`src/rtl/sht_pkg.sv`:
```
// sht_pkg: shared constants, codes and payload types of the session handle table
// no dependencies; used by the channel interfaces and the top level
`timescale 1ns / 1ps
`default_nettype none

package sht_pkg;

  // table geometry
  localparam int unsigned MaxSessions = 64;
  localparam int unsigned IdxW        = $clog2(MaxSessions);
  localparam int unsigned CntW        = $clog2(MaxSessions + 1);

  // field widths
  localparam int unsigned OpW     = 3;
  localparam int unsigned StatusW = 3;
  localparam int unsigned HandleW = 7;
  localparam int unsigned SlotW   = 8;

  // operation codes
  typedef enum logic [OpW-1:0] {
    OP_OPEN      = 3'd0,
    OP_CLOSE     = 3'd1,
    OP_CLOSE_ALL = 3'd2,
    OP_LOOKUP    = 3'd3,
    OP_QUERY     = 3'd4
  } op_e;

  // status codes
  typedef enum logic [StatusW-1:0] {
    ST_OK           = 3'd0,
    ST_SLOT_INVALID = 3'd1,
    ST_PARALLEL     = 3'd2,
    ST_NO_TOKEN     = 3'd3,
    ST_UNRECOGNIZED = 3'd4,
    ST_SO_RW_ONLY   = 3'd5,
    ST_BAD_HANDLE   = 3'd6,
    ST_FULL         = 3'd7
  } status_e;

  // sequencer states
  typedef enum logic [2:0] {
    S_IDLE,
    S_FETCH,
    S_LATCH,
    S_SCAN,
    S_RESP
  } state_e;

  // request transaction
  typedef struct packed {
    logic [OpW-1:0]     operation;
    logic               slot_present;
    logic [SlotW-1:0]   slot_id;
    logic               token_present;
    logic               token_initialized;
    logic               officer_logged_in;
    logic               serial_flag;
    logic               rw_flag;
    logic [HandleW-1:0] handle_in;
  } req_t;

  // response transaction
  typedef struct packed {
    logic [StatusW-1:0] status;
    logic [HandleW-1:0] handle_out;
    logic [SlotW-1:0]   owner_slot;
    logic               is_read_write;
    logic               logout_request;
    logic               slot_has_session;
    logic               slot_has_ro_session;
  } rsp_t;

  // one stored table entry besides its valid bit
  typedef struct packed {
    logic [SlotW-1:0] slot;
    logic             rw;
  } entry_t;

endpackage

`default_nettype wire

```
`src/rtl/sht_if.sv`:
```
// sht_req_if / sht_rsp_if: valid-ready channels of the session handle table
// depends on sht_pkg for the payload types
`timescale 1ns / 1ps
`default_nettype none

interface sht_req_if;
  logic          valid;
  logic          ready;
  sht_pkg::req_t data;

  modport source (output valid, output data, input ready);
  modport sink   (input valid, input data, output ready);
endinterface

interface sht_rsp_if;
  logic          valid;
  logic          ready;
  sht_pkg::rsp_t data;

  modport source (output valid, output data, input ready);
  modport sink   (input valid, input data, output ready);
endinterface

`default_nettype wire

```
`src/rtl/session_handle_table_unit.sv`:
```
// session_handle_table_unit: session handle table with a one-entry-a-cycle scan sequencer
// depends on sht_pkg and the channel interfaces in sht_if.sv
//
// Holds up to 64 sessions, each a valid bit (cleared by reset) plus an owner slot and a
// read-write mark kept in a single-port-read memory. One request transaction is taken at a
// time; the request side is ready whenever the sequencer is idle, and a finished response
// waits in its own output register. Rejected requests, bad handles and unused operation
// codes go straight to the response state; lookup first reads the addressed entry. Open
// scans the entries from entry 0 and stops at the lowest free one (full when none is free).
// Query and close-all walk all 64 entries; close first reads the target entry, then walks
// all 64. A stalled output register holds the sequencer in its response state until it
// frees. The scan steps through the memory's one read port one entry per cycle.
`timescale 1ns / 1ps
`default_nettype none

module session_handle_table_unit (
  input  logic      clk_i,
  input  logic      rst_ni,
  sht_req_if.sink   req_i,
  sht_rsp_if.source rsp_o
);

  localparam int unsigned IdxW = sht_pkg::IdxW;
  localparam int unsigned CntW = sht_pkg::CntW;
  localparam int unsigned Max  = sht_pkg::MaxSessions;

  // control state
  sht_pkg::state_e state_q, state_d;
  logic [CntW-1:0] cnt_q, cnt_d;
  logic            pend_q, pend_d;
  logic            out_valid_q, out_valid_d;
  logic [Max-1:0]  valid_q, valid_d;

  // payload state
  logic [sht_pkg::OpW-1:0]   op_q, op_d;
  logic [sht_pkg::SlotW-1:0] slot_q, slot_d;
  logic                      rw_q, rw_d;
  logic [IdxW-1:0]           k_q, k_d;
  logic [IdxW-1:0]           pend_idx_q, pend_idx_d;
  logic                      found_q, found_d;
  logic                      ro_q, ro_d;
  sht_pkg::rsp_t             res_q, res_d;
  sht_pkg::rsp_t             out_q, out_d;

  // entry memory
  sht_pkg::entry_t entry_mem [Max];
  sht_pkg::entry_t rd_q;
  logic [IdxW-1:0] rd_addr;
  logic            mem_we;

  // request decode helpers
  logic [sht_pkg::HandleW-1:0] h;
  logic [IdxW-1:0]             h_idx;
  logic                        h_ok;
  logic                        ent_valid;
  logic                        ent_match;

  assign h     = req_i.data.handle_in;
  assign h_idx = IdxW'(h - sht_pkg::HandleW'(1));
  assign h_ok  = (h != '0) && (h <= sht_pkg::HandleW'(Max)) && valid_q[h_idx];

  assign ent_valid = valid_q[pend_idx_q];
  assign ent_match = ent_valid && (rd_q.slot == slot_q);

  assign req_i.ready = (state_q == sht_pkg::S_IDLE);
  assign rsp_o.valid = out_valid_q;
  assign rsp_o.data  = out_q;

  // sequencer: next state and datapath control
  always_comb begin
    state_d     = state_q;
    cnt_d       = cnt_q;
    pend_d      = pend_q;
    valid_d     = valid_q;
    op_d        = op_q;
    slot_d      = slot_q;
    rw_d        = rw_q;
    k_d         = k_q;
    pend_idx_d  = pend_idx_q;
    found_d     = found_q;
    ro_d        = ro_q;
    res_d       = res_q;
    out_d       = out_q;
    out_valid_d = out_valid_q && !rsp_o.ready;
    rd_addr     = k_q;
    mem_we      = 1'b0;

    unique case (state_q)
      sht_pkg::S_IDLE: begin
        if (req_i.valid) begin
          op_d    = req_i.data.operation;
          slot_d  = req_i.data.slot_id;
          rw_d    = req_i.data.rw_flag;
          k_d     = h_idx;
          cnt_d   = '0;
          pend_d  = 1'b0;
          found_d = 1'b0;
          ro_d    = 1'b0;
          res_d   = '0;
          state_d = sht_pkg::S_RESP;
          unique case (req_i.data.operation)
            sht_pkg::OP_OPEN: begin
              priority if (!req_i.data.slot_present) begin
                res_d.status = sht_pkg::ST_SLOT_INVALID;
              end else if (!req_i.data.serial_flag) begin
                res_d.status = sht_pkg::ST_PARALLEL;
              end else if (!req_i.data.token_present) begin
                res_d.status = sht_pkg::ST_NO_TOKEN;
              end else if (!req_i.data.token_initialized) begin
                res_d.status = sht_pkg::ST_UNRECOGNIZED;
              end else if (!req_i.data.rw_flag && req_i.data.officer_logged_in) begin
                res_d.status = sht_pkg::ST_SO_RW_ONLY;
              end else begin
                state_d = sht_pkg::S_SCAN;
              end
            end
            sht_pkg::OP_CLOSE, sht_pkg::OP_LOOKUP: begin
              if (!h_ok) begin
                res_d.status = sht_pkg::ST_BAD_HANDLE;
              end else begin
                state_d = sht_pkg::S_FETCH;
              end
            end
            sht_pkg::OP_CLOSE_ALL: begin
              priority if (!req_i.data.slot_present) begin
                res_d.status = sht_pkg::ST_SLOT_INVALID;
              end else if (!req_i.data.token_present) begin
                res_d.status = sht_pkg::ST_NO_TOKEN;
              end else begin
                state_d = sht_pkg::S_SCAN;
              end
            end
            sht_pkg::OP_QUERY: begin
              state_d = sht_pkg::S_SCAN;
            end
            default: begin
              // unused codes answer with all fields zero
              state_d = sht_pkg::S_RESP;
            end
          endcase
        end
      end

      sht_pkg::S_FETCH: begin
        // read the addressed entry
        rd_addr = k_q;
        state_d = sht_pkg::S_LATCH;
      end

      sht_pkg::S_LATCH: begin
        res_d.owner_slot = rd_q.slot;
        if (op_q == sht_pkg::OP_LOOKUP) begin
          res_d.is_read_write = rd_q.rw;
          state_d = sht_pkg::S_RESP;
        end else begin
          // close: look for other sessions of the same slot
          slot_d  = rd_q.slot;
          state_d = sht_pkg::S_SCAN;
        end
      end

      sht_pkg::S_SCAN: begin
        // issue the read of the next entry
        if (cnt_q < CntW'(Max)) begin
          rd_addr    = cnt_q[IdxW-1:0];
          cnt_d      = cnt_q + CntW'(1);
          pend_d     = 1'b1;
          pend_idx_d = cnt_q[IdxW-1:0];
        end else begin
          rd_addr = k_q;
          pend_d  = 1'b0;
        end

        // evaluate the entry read in the previous cycle
        if (pend_q) begin
          unique case (op_q)
            sht_pkg::OP_OPEN: begin
              if (!ent_valid) begin
                mem_we              = 1'b1;
                valid_d[pend_idx_q] = 1'b1;
                res_d.handle_out    = sht_pkg::HandleW'(pend_idx_q) + sht_pkg::HandleW'(1);
                res_d.status        = sht_pkg::ST_OK;
                state_d             = sht_pkg::S_RESP;
              end
            end
            sht_pkg::OP_CLOSE: begin
              if (ent_match && (pend_idx_q != k_q)) begin
                found_d = 1'b1;
              end
            end
            sht_pkg::OP_CLOSE_ALL: begin
              if (ent_match) begin
                valid_d[pend_idx_q] = 1'b0;
              end
            end
            sht_pkg::OP_QUERY: begin
              if (ent_match) begin
                found_d = 1'b1;
                if (!rd_q.rw) begin
                  ro_d = 1'b1;
                end
              end
            end
            default: begin
              state_d = sht_pkg::S_RESP;
            end
          endcase
        end else if (cnt_q == CntW'(Max)) begin
          // every entry seen
          state_d = sht_pkg::S_RESP;
          unique case (op_q)
            sht_pkg::OP_OPEN: begin
              res_d.status = sht_pkg::ST_FULL;
            end
            sht_pkg::OP_CLOSE: begin
              res_d.logout_request = !found_q;
              valid_d[k_q]         = 1'b0;
            end
            sht_pkg::OP_CLOSE_ALL: begin
              res_d.logout_request = 1'b1;
            end
            sht_pkg::OP_QUERY: begin
              res_d.slot_has_session    = found_q;
              res_d.slot_has_ro_session = ro_q;
            end
            default: begin
              res_d = '0;
            end
          endcase
        end
      end

      sht_pkg::S_RESP: begin
        // hand the result to the output register once it is free
        if (!out_valid_q || rsp_o.ready) begin
          out_d       = res_q;
          out_valid_d = 1'b1;
          state_d     = sht_pkg::S_IDLE;
        end
      end

      default: begin
        state_d = sht_pkg::S_IDLE;
      end
    endcase
  end

  // control registers
  always_ff @(posedge clk_i or negedge rst_ni) begin
    if (!rst_ni) begin
      state_q     <= sht_pkg::S_IDLE;
      cnt_q       <= '0;
      pend_q      <= 1'b0;
      out_valid_q <= 1'b0;
      valid_q     <= '0;
    end else begin
      state_q     <= state_d;
      cnt_q       <= cnt_d;
      pend_q      <= pend_d;
      out_valid_q <= out_valid_d;
      valid_q     <= valid_d;
    end
  end

  // payload registers
  always_ff @(posedge clk_i) begin
    op_q       <= op_d;
    slot_q     <= slot_d;
    rw_q       <= rw_d;
    k_q        <= k_d;
    pend_idx_q <= pend_idx_d;
    found_q    <= found_d;
    ro_q       <= ro_d;
    res_q      <= res_d;
    out_q      <= out_d;
  end

  // entry memory: one write port, one registered read port
  always_ff @(posedge clk_i) begin
    if (mem_we) begin
      entry_mem[pend_idx_q] <= '{slot: slot_q, rw: rw_q};
    end
    rd_q <= entry_mem[rd_addr];
  end

  // a handle is only handed out together with an ok status
  a_handle_ok: assert property (@(posedge clk_i) disable iff (!rst_ni)
    (out_valid_q && (out_q.handle_out != '0)) |-> (out_q.status == sht_pkg::ST_OK))
    else $error("handle returned with a failing status");

  // an entry taken by open is marked valid right after
  a_open_sets_valid: assert property (@(posedge clk_i) disable iff (!rst_ni)
    mem_we |=> valid_q[$past(pend_idx_q)])
    else $error("opened entry not marked valid");

  // the scan counter never runs past the table
  a_cnt_range: assert property (@(posedge clk_i) disable iff (!rst_ni)
    cnt_q <= CntW'(Max))
    else $error("scan counter beyond table depth");

endmodule

`default_nettype wire

```
`src/flat_wrapper.sv`:
```
// flat-port wrapper written by rule: the top's interface ports become plain ports
module session_handle_table_unit_flat 
  (clk_i, rst_ni, req_i_valid, req_i_data, req_i_ready, rsp_o_valid, rsp_o_data, rsp_o_ready);
  sht_req_if req_i_i ();
  sht_rsp_if rsp_o_i ();
  input  logic clk_i;
  input  logic rst_ni;
  input wire logic [$bits(req_i_i.valid)-1:0] req_i_valid;
  input wire logic [$bits(req_i_i.data)-1:0] req_i_data;
  output wire logic [$bits(req_i_i.ready)-1:0] req_i_ready;
  output wire logic [$bits(rsp_o_i.valid)-1:0] rsp_o_valid;
  output wire logic [$bits(rsp_o_i.data)-1:0] rsp_o_data;
  input wire logic [$bits(rsp_o_i.ready)-1:0] rsp_o_ready;
  assign req_i_i.valid = req_i_valid;
  assign req_i_i.data = req_i_data;
  assign req_i_ready = req_i_i.ready;
  assign rsp_o_valid = rsp_o_i.valid;
  assign rsp_o_data = rsp_o_i.data;
  assign rsp_o_i.ready = rsp_o_ready;
  session_handle_table_unit u_core (.clk_i(clk_i), .rst_ni(rst_ni), .req_i(req_i_i), .rsp_o(rsp_o_i));
endmodule
```
`config.mk`:
```
export PLATFORM = sky130hd
export DESIGN_NAME = session_handle_table_unit_flat
export DESIGN_NICKNAME = d
export VERILOG_FILES = /design/src/rtl/sht_pkg.sv /design/src/rtl/sht_if.sv /design/src/rtl/session_handle_table_unit.sv /design/src/flat_wrapper.sv
export SDC_FILE = /design/constraint.sdc
export NUM_CORES = 1
export LEC_CHECK = 0
export BUFFER_PORTS_ARGS = -buffer_cell sky130_fd_sc_hd__buf_4
export CORE_UTILIZATION = 55
export CTS_CLUSTER_SIZE = 25
export DETAILED_ROUTE_END_ITERATION = 8
export GPL_TIMING_DRIVEN = 0
export PLACE_DENSITY_LB_ADDON = 0.25
export SYNTH_ARGS = -nofsm -noshare
export SYNTH_HDL_FRONTEND = slang
export SYNTH_SLANG_ARGS = --single-unit
```
`constraint.sdc`:
```
create_clock -name clk_i -period 4.43 [get_ports clk_i]
set_input_delay 0.886 -clock clk_i [delete_from_list [all_inputs] [get_ports clk_i]]
set_output_delay 0.886 -clock clk_i [all_outputs]
set_load 0.02 [all_outputs]
```
==> results.json <==
{
  "seq_area_frac_synth": 0.685,
  "p_seq_frac": 0.455,
  "syn_to_final_growth_pct": 14.8,
  "wirelength_mm": 92.2,
  "ys_types": 66,
  "drc": 0,
  "worstSetupPathType": "flip-flop to flip-flop",
  "wl_per_cell_um": 28.4,
  "worstSkewPairLatency_ns": 0.62,
  "fin_skew_ns": 0.0272,
  "fmax_ghz": 0.213,
  "gp_congestion": 0.961,
  "grt_antenna_before_repair": 1,
  "crit_path_max_incr_delay_ns": 0.87,
  "port_buffers": 50,
  "p_leak_uw": 0.0125,
  "synth_top_area_frac": 0.618,
  "final_cells": 3251,
  "dp_cells": 3109,
  "p_comb_frac": 0.223,
  "worst_slew_pin_slew_ns": 1.49,
  "min_period_over_period": 1.06,
  "core_mm2": 0.0564,
  "regArea_mm2": 0.0215,
  "slew_headroom": 0.00651,
  "maxSlewViolCount": 0,
  "htreeDepth": 3,
  "syn_avg_cell_area_um2": 13.8,
  "violations": "capacitance limit, setup timing",
  "timing.final.ws_setup_ns": -0.268,
  "die_area_mm2": 0.0580,
  "min_period_ns": 4.70,
  "syn-cell-area_mm2": 0.0314,
  "start_util": 0.556,
  "cpMostUsedCell": "buf_2",
  "power_switching_uw": 5720,
  "grt_pass1_wl_mm": 133,
  "cts_hold_repair.buffers": 0,
  "hold_path.class": "flip-flop to flip-flop",
  "die-height_um": 241,
  "endpoint_kind": "flip-flop",
  "synth.largest_area_cell": "edfxtp_1",
  "viasPerCell": 6.52,
  "fin_nets": 2468,
  "synth_nets": 2313,
  "grt_util_all_layers": 0.321,
  "crit_slowest_cell": "nor2_2",
  "finalSetupViolCount": 374,
  "ys_warn_count": 0,
  "synthTopCellsByArea": "edfxtp_1 62%, mux4_2 6.6%, dfrtp_1 6.1%",
  "grt_setup_unrepaired": "true",
  "drive_above_1_share": 0.172,
  "cp.arrival_ns": 4.92,
  "hold_violations": 0,
  "clockBufferDepth": 3,
  "power_per_cell_area_mw_per_mm2": 524,
  "cts_sinks": 731,
  "synth_edf_count": 646,
  "critPathMaxFanout": 10,
  "ant_nets": 0,
  "swShare": 0.303,
  "vias": 21199,
  "synth_common_cells": "646 x edfxtp_1, 398 x nand2_1, 177 x nor2_1",
  "status": "finished with violations",
  "clockRootBuffer": "clkbuf_16",
  "io_pins": 52,
  "fill_cells": 4171,
  "fp.dieW_um": 241,
  "drt-pass1-iter-count": 6,
  "syn_inst": 2280,
  "hpwl_mm": 64.3,
  "power_frac_clock": 0.321,
  "finalSetupTns_ns": -48.08,
  "synth.most_common_cell": "edfxtp_1",
  "peakVddDrop_mv": 0.363,
  "first_global_vias": 20439,
  "synthFlopType": "edfxtp_1",
  "num_rows": 87,
  "multi_input_area_mm2": 0.00951,
  "crit_chain": "buf_2, buf_2, buf_2, a21oi_1, a211oi_1, o211ai_1, nor3_2, buf_2, nand2_1, nor2_2",
  "worst_ep_required_time_ns": 4.66,
  "clk_pin_slew_ns": 0.06,
  "startpoint_type": "flip-flop",
  "grt_max_degree": 77,
  "grt_overflow_total": 0,
  "ys_async_sr_fraction": 0.104,
  "cts_tree": "done",
  "synth_seq_cells": 731,
  "power_uw": 18900,
  "maxCapViolCount": 1,
  "p_int_uw": 13100,
  "numCtsBuffers": 73,
  "drtIter0Drc": 2528
}
## metal layers
metal	wire length [µm]	global-route usage	vias up
met3	8920	0.0657	237
met1	35900	0.437	10728
met4	3840	0.130	0
met5	0	0	-
li1	-	-	8955
met2	43500	0.510	1279
## layout by cell type, fill, tap and decap left out, types with 75 or more instances in the layout
cell / count
nand3_1: 103
mux4_2: 92
clkbuf_1: 94
clkbuf_16: 75
nand2_1: 398
a31oi_1: 105
dfrtp_1: 76
nor3_1: 83
edfxtp_1: 646
nor2_1: 118
## registers in the layout (all words and copies together), names as in the netlist, 3 cells and up, named ones only
| signal | cells |
|---|---|
| u_core.k_q | 6 |
| u_core.slot_q | 8 |
| u_core.op_q | 3 |
| u_core.pend_idx_q | 6 |
| u_core.entry_mem | 576 |
| u_core.cnt_q | 7 |
| u_core.state_q | 3 |
| u_core.rsp_o.data | 22 |
| u_core.rd_q | 9 |
| u_core.res_q | 22 |
## metrics by stage
stage           util  hold slack (ns)  setup WS (ns)  cell area, µm²
3_5_place_dp   0.589            0.405          -1.00           33200
5_1_grt        0.639            0.421         -0.237           36000
2_1_floorplan      -            0.400          0.837           31400
3_3_place_gp   0.580            0.405          -1.13           32700
6_report       0.639            0.409         -0.268           36000
4_1_cts        0.633            0.416         -0.336           35700
## critical path: cells and delay by family (launching register included)
family	cells	cell delay (ns)
AND/OR/NAND/NOR	3	1.69
buffers and inverters	4	1.39
AO/OA/AOI/OAI	3	0.81
flip-flops	1	0.39
## cell families after synthesis
logic type | synth area share
simple gates | 0.122
flops | 0.685
compound gates | 0.0691
mux | 0.0915
buf+inv | 0.0239
xor+xnor | 0.00698
fa+ha+maj | 0.00199
## area by class of cell
class	instances	share of cell area
Antenna cell	1	0.0000695
Sequential cell	731	0.596
Buffer	149	0.0192
Inverter	16	0.00167
Clock buffer	98	0.0551
Tap cell	756	0.0263
Clock inverter	36	0.00945
Multi-Input combinational cell	1384	0.264
Timing Repair Buffer	80	0.0280
## final timing paths
path,start,endpoint,slack (ns),cells after the start
max in group asynchronous,rst_ni,asynchronous set/reset pin,3.26,1
min in group asynchronous,rst_ni,asynchronous set/reset pin,0.46,1
setup reg to reg,u_core.pend_idx_q[2],u_core.entry_mem[14][8],-0.27,10
hold / removal,u_core.res_q[19],u_core.rsp_o.data[19],0.41,0
hold reg to reg,u_core.res_q[19],u_core.rsp_o.data[19],0.41,0
setup / recovery,u_core.pend_idx_q[2],u_core.entry_mem[14][8],-0.27,10
## power groups by stage
stage          logic [µW]  registers, µW  clock network (µW)
3_5_place_dp         4090           8730                   0
2_1_floorplan        2110           8880                   0
4_1_cts              4130           8590                6100
6_report             4220           8590                6060
5_1_grt              4440           8610                6380
3_3_place_gp         3260           9170                   0
## timing repair
action | 4_1_cts | 5_1_grt
resized for setup | 43 | 54
setup buffers | 0 | 6
endpoints found under the setup margin | 519 | 502
pin swaps | 0 | 9
Note: power is estimated with default switching activity, not from simulation.
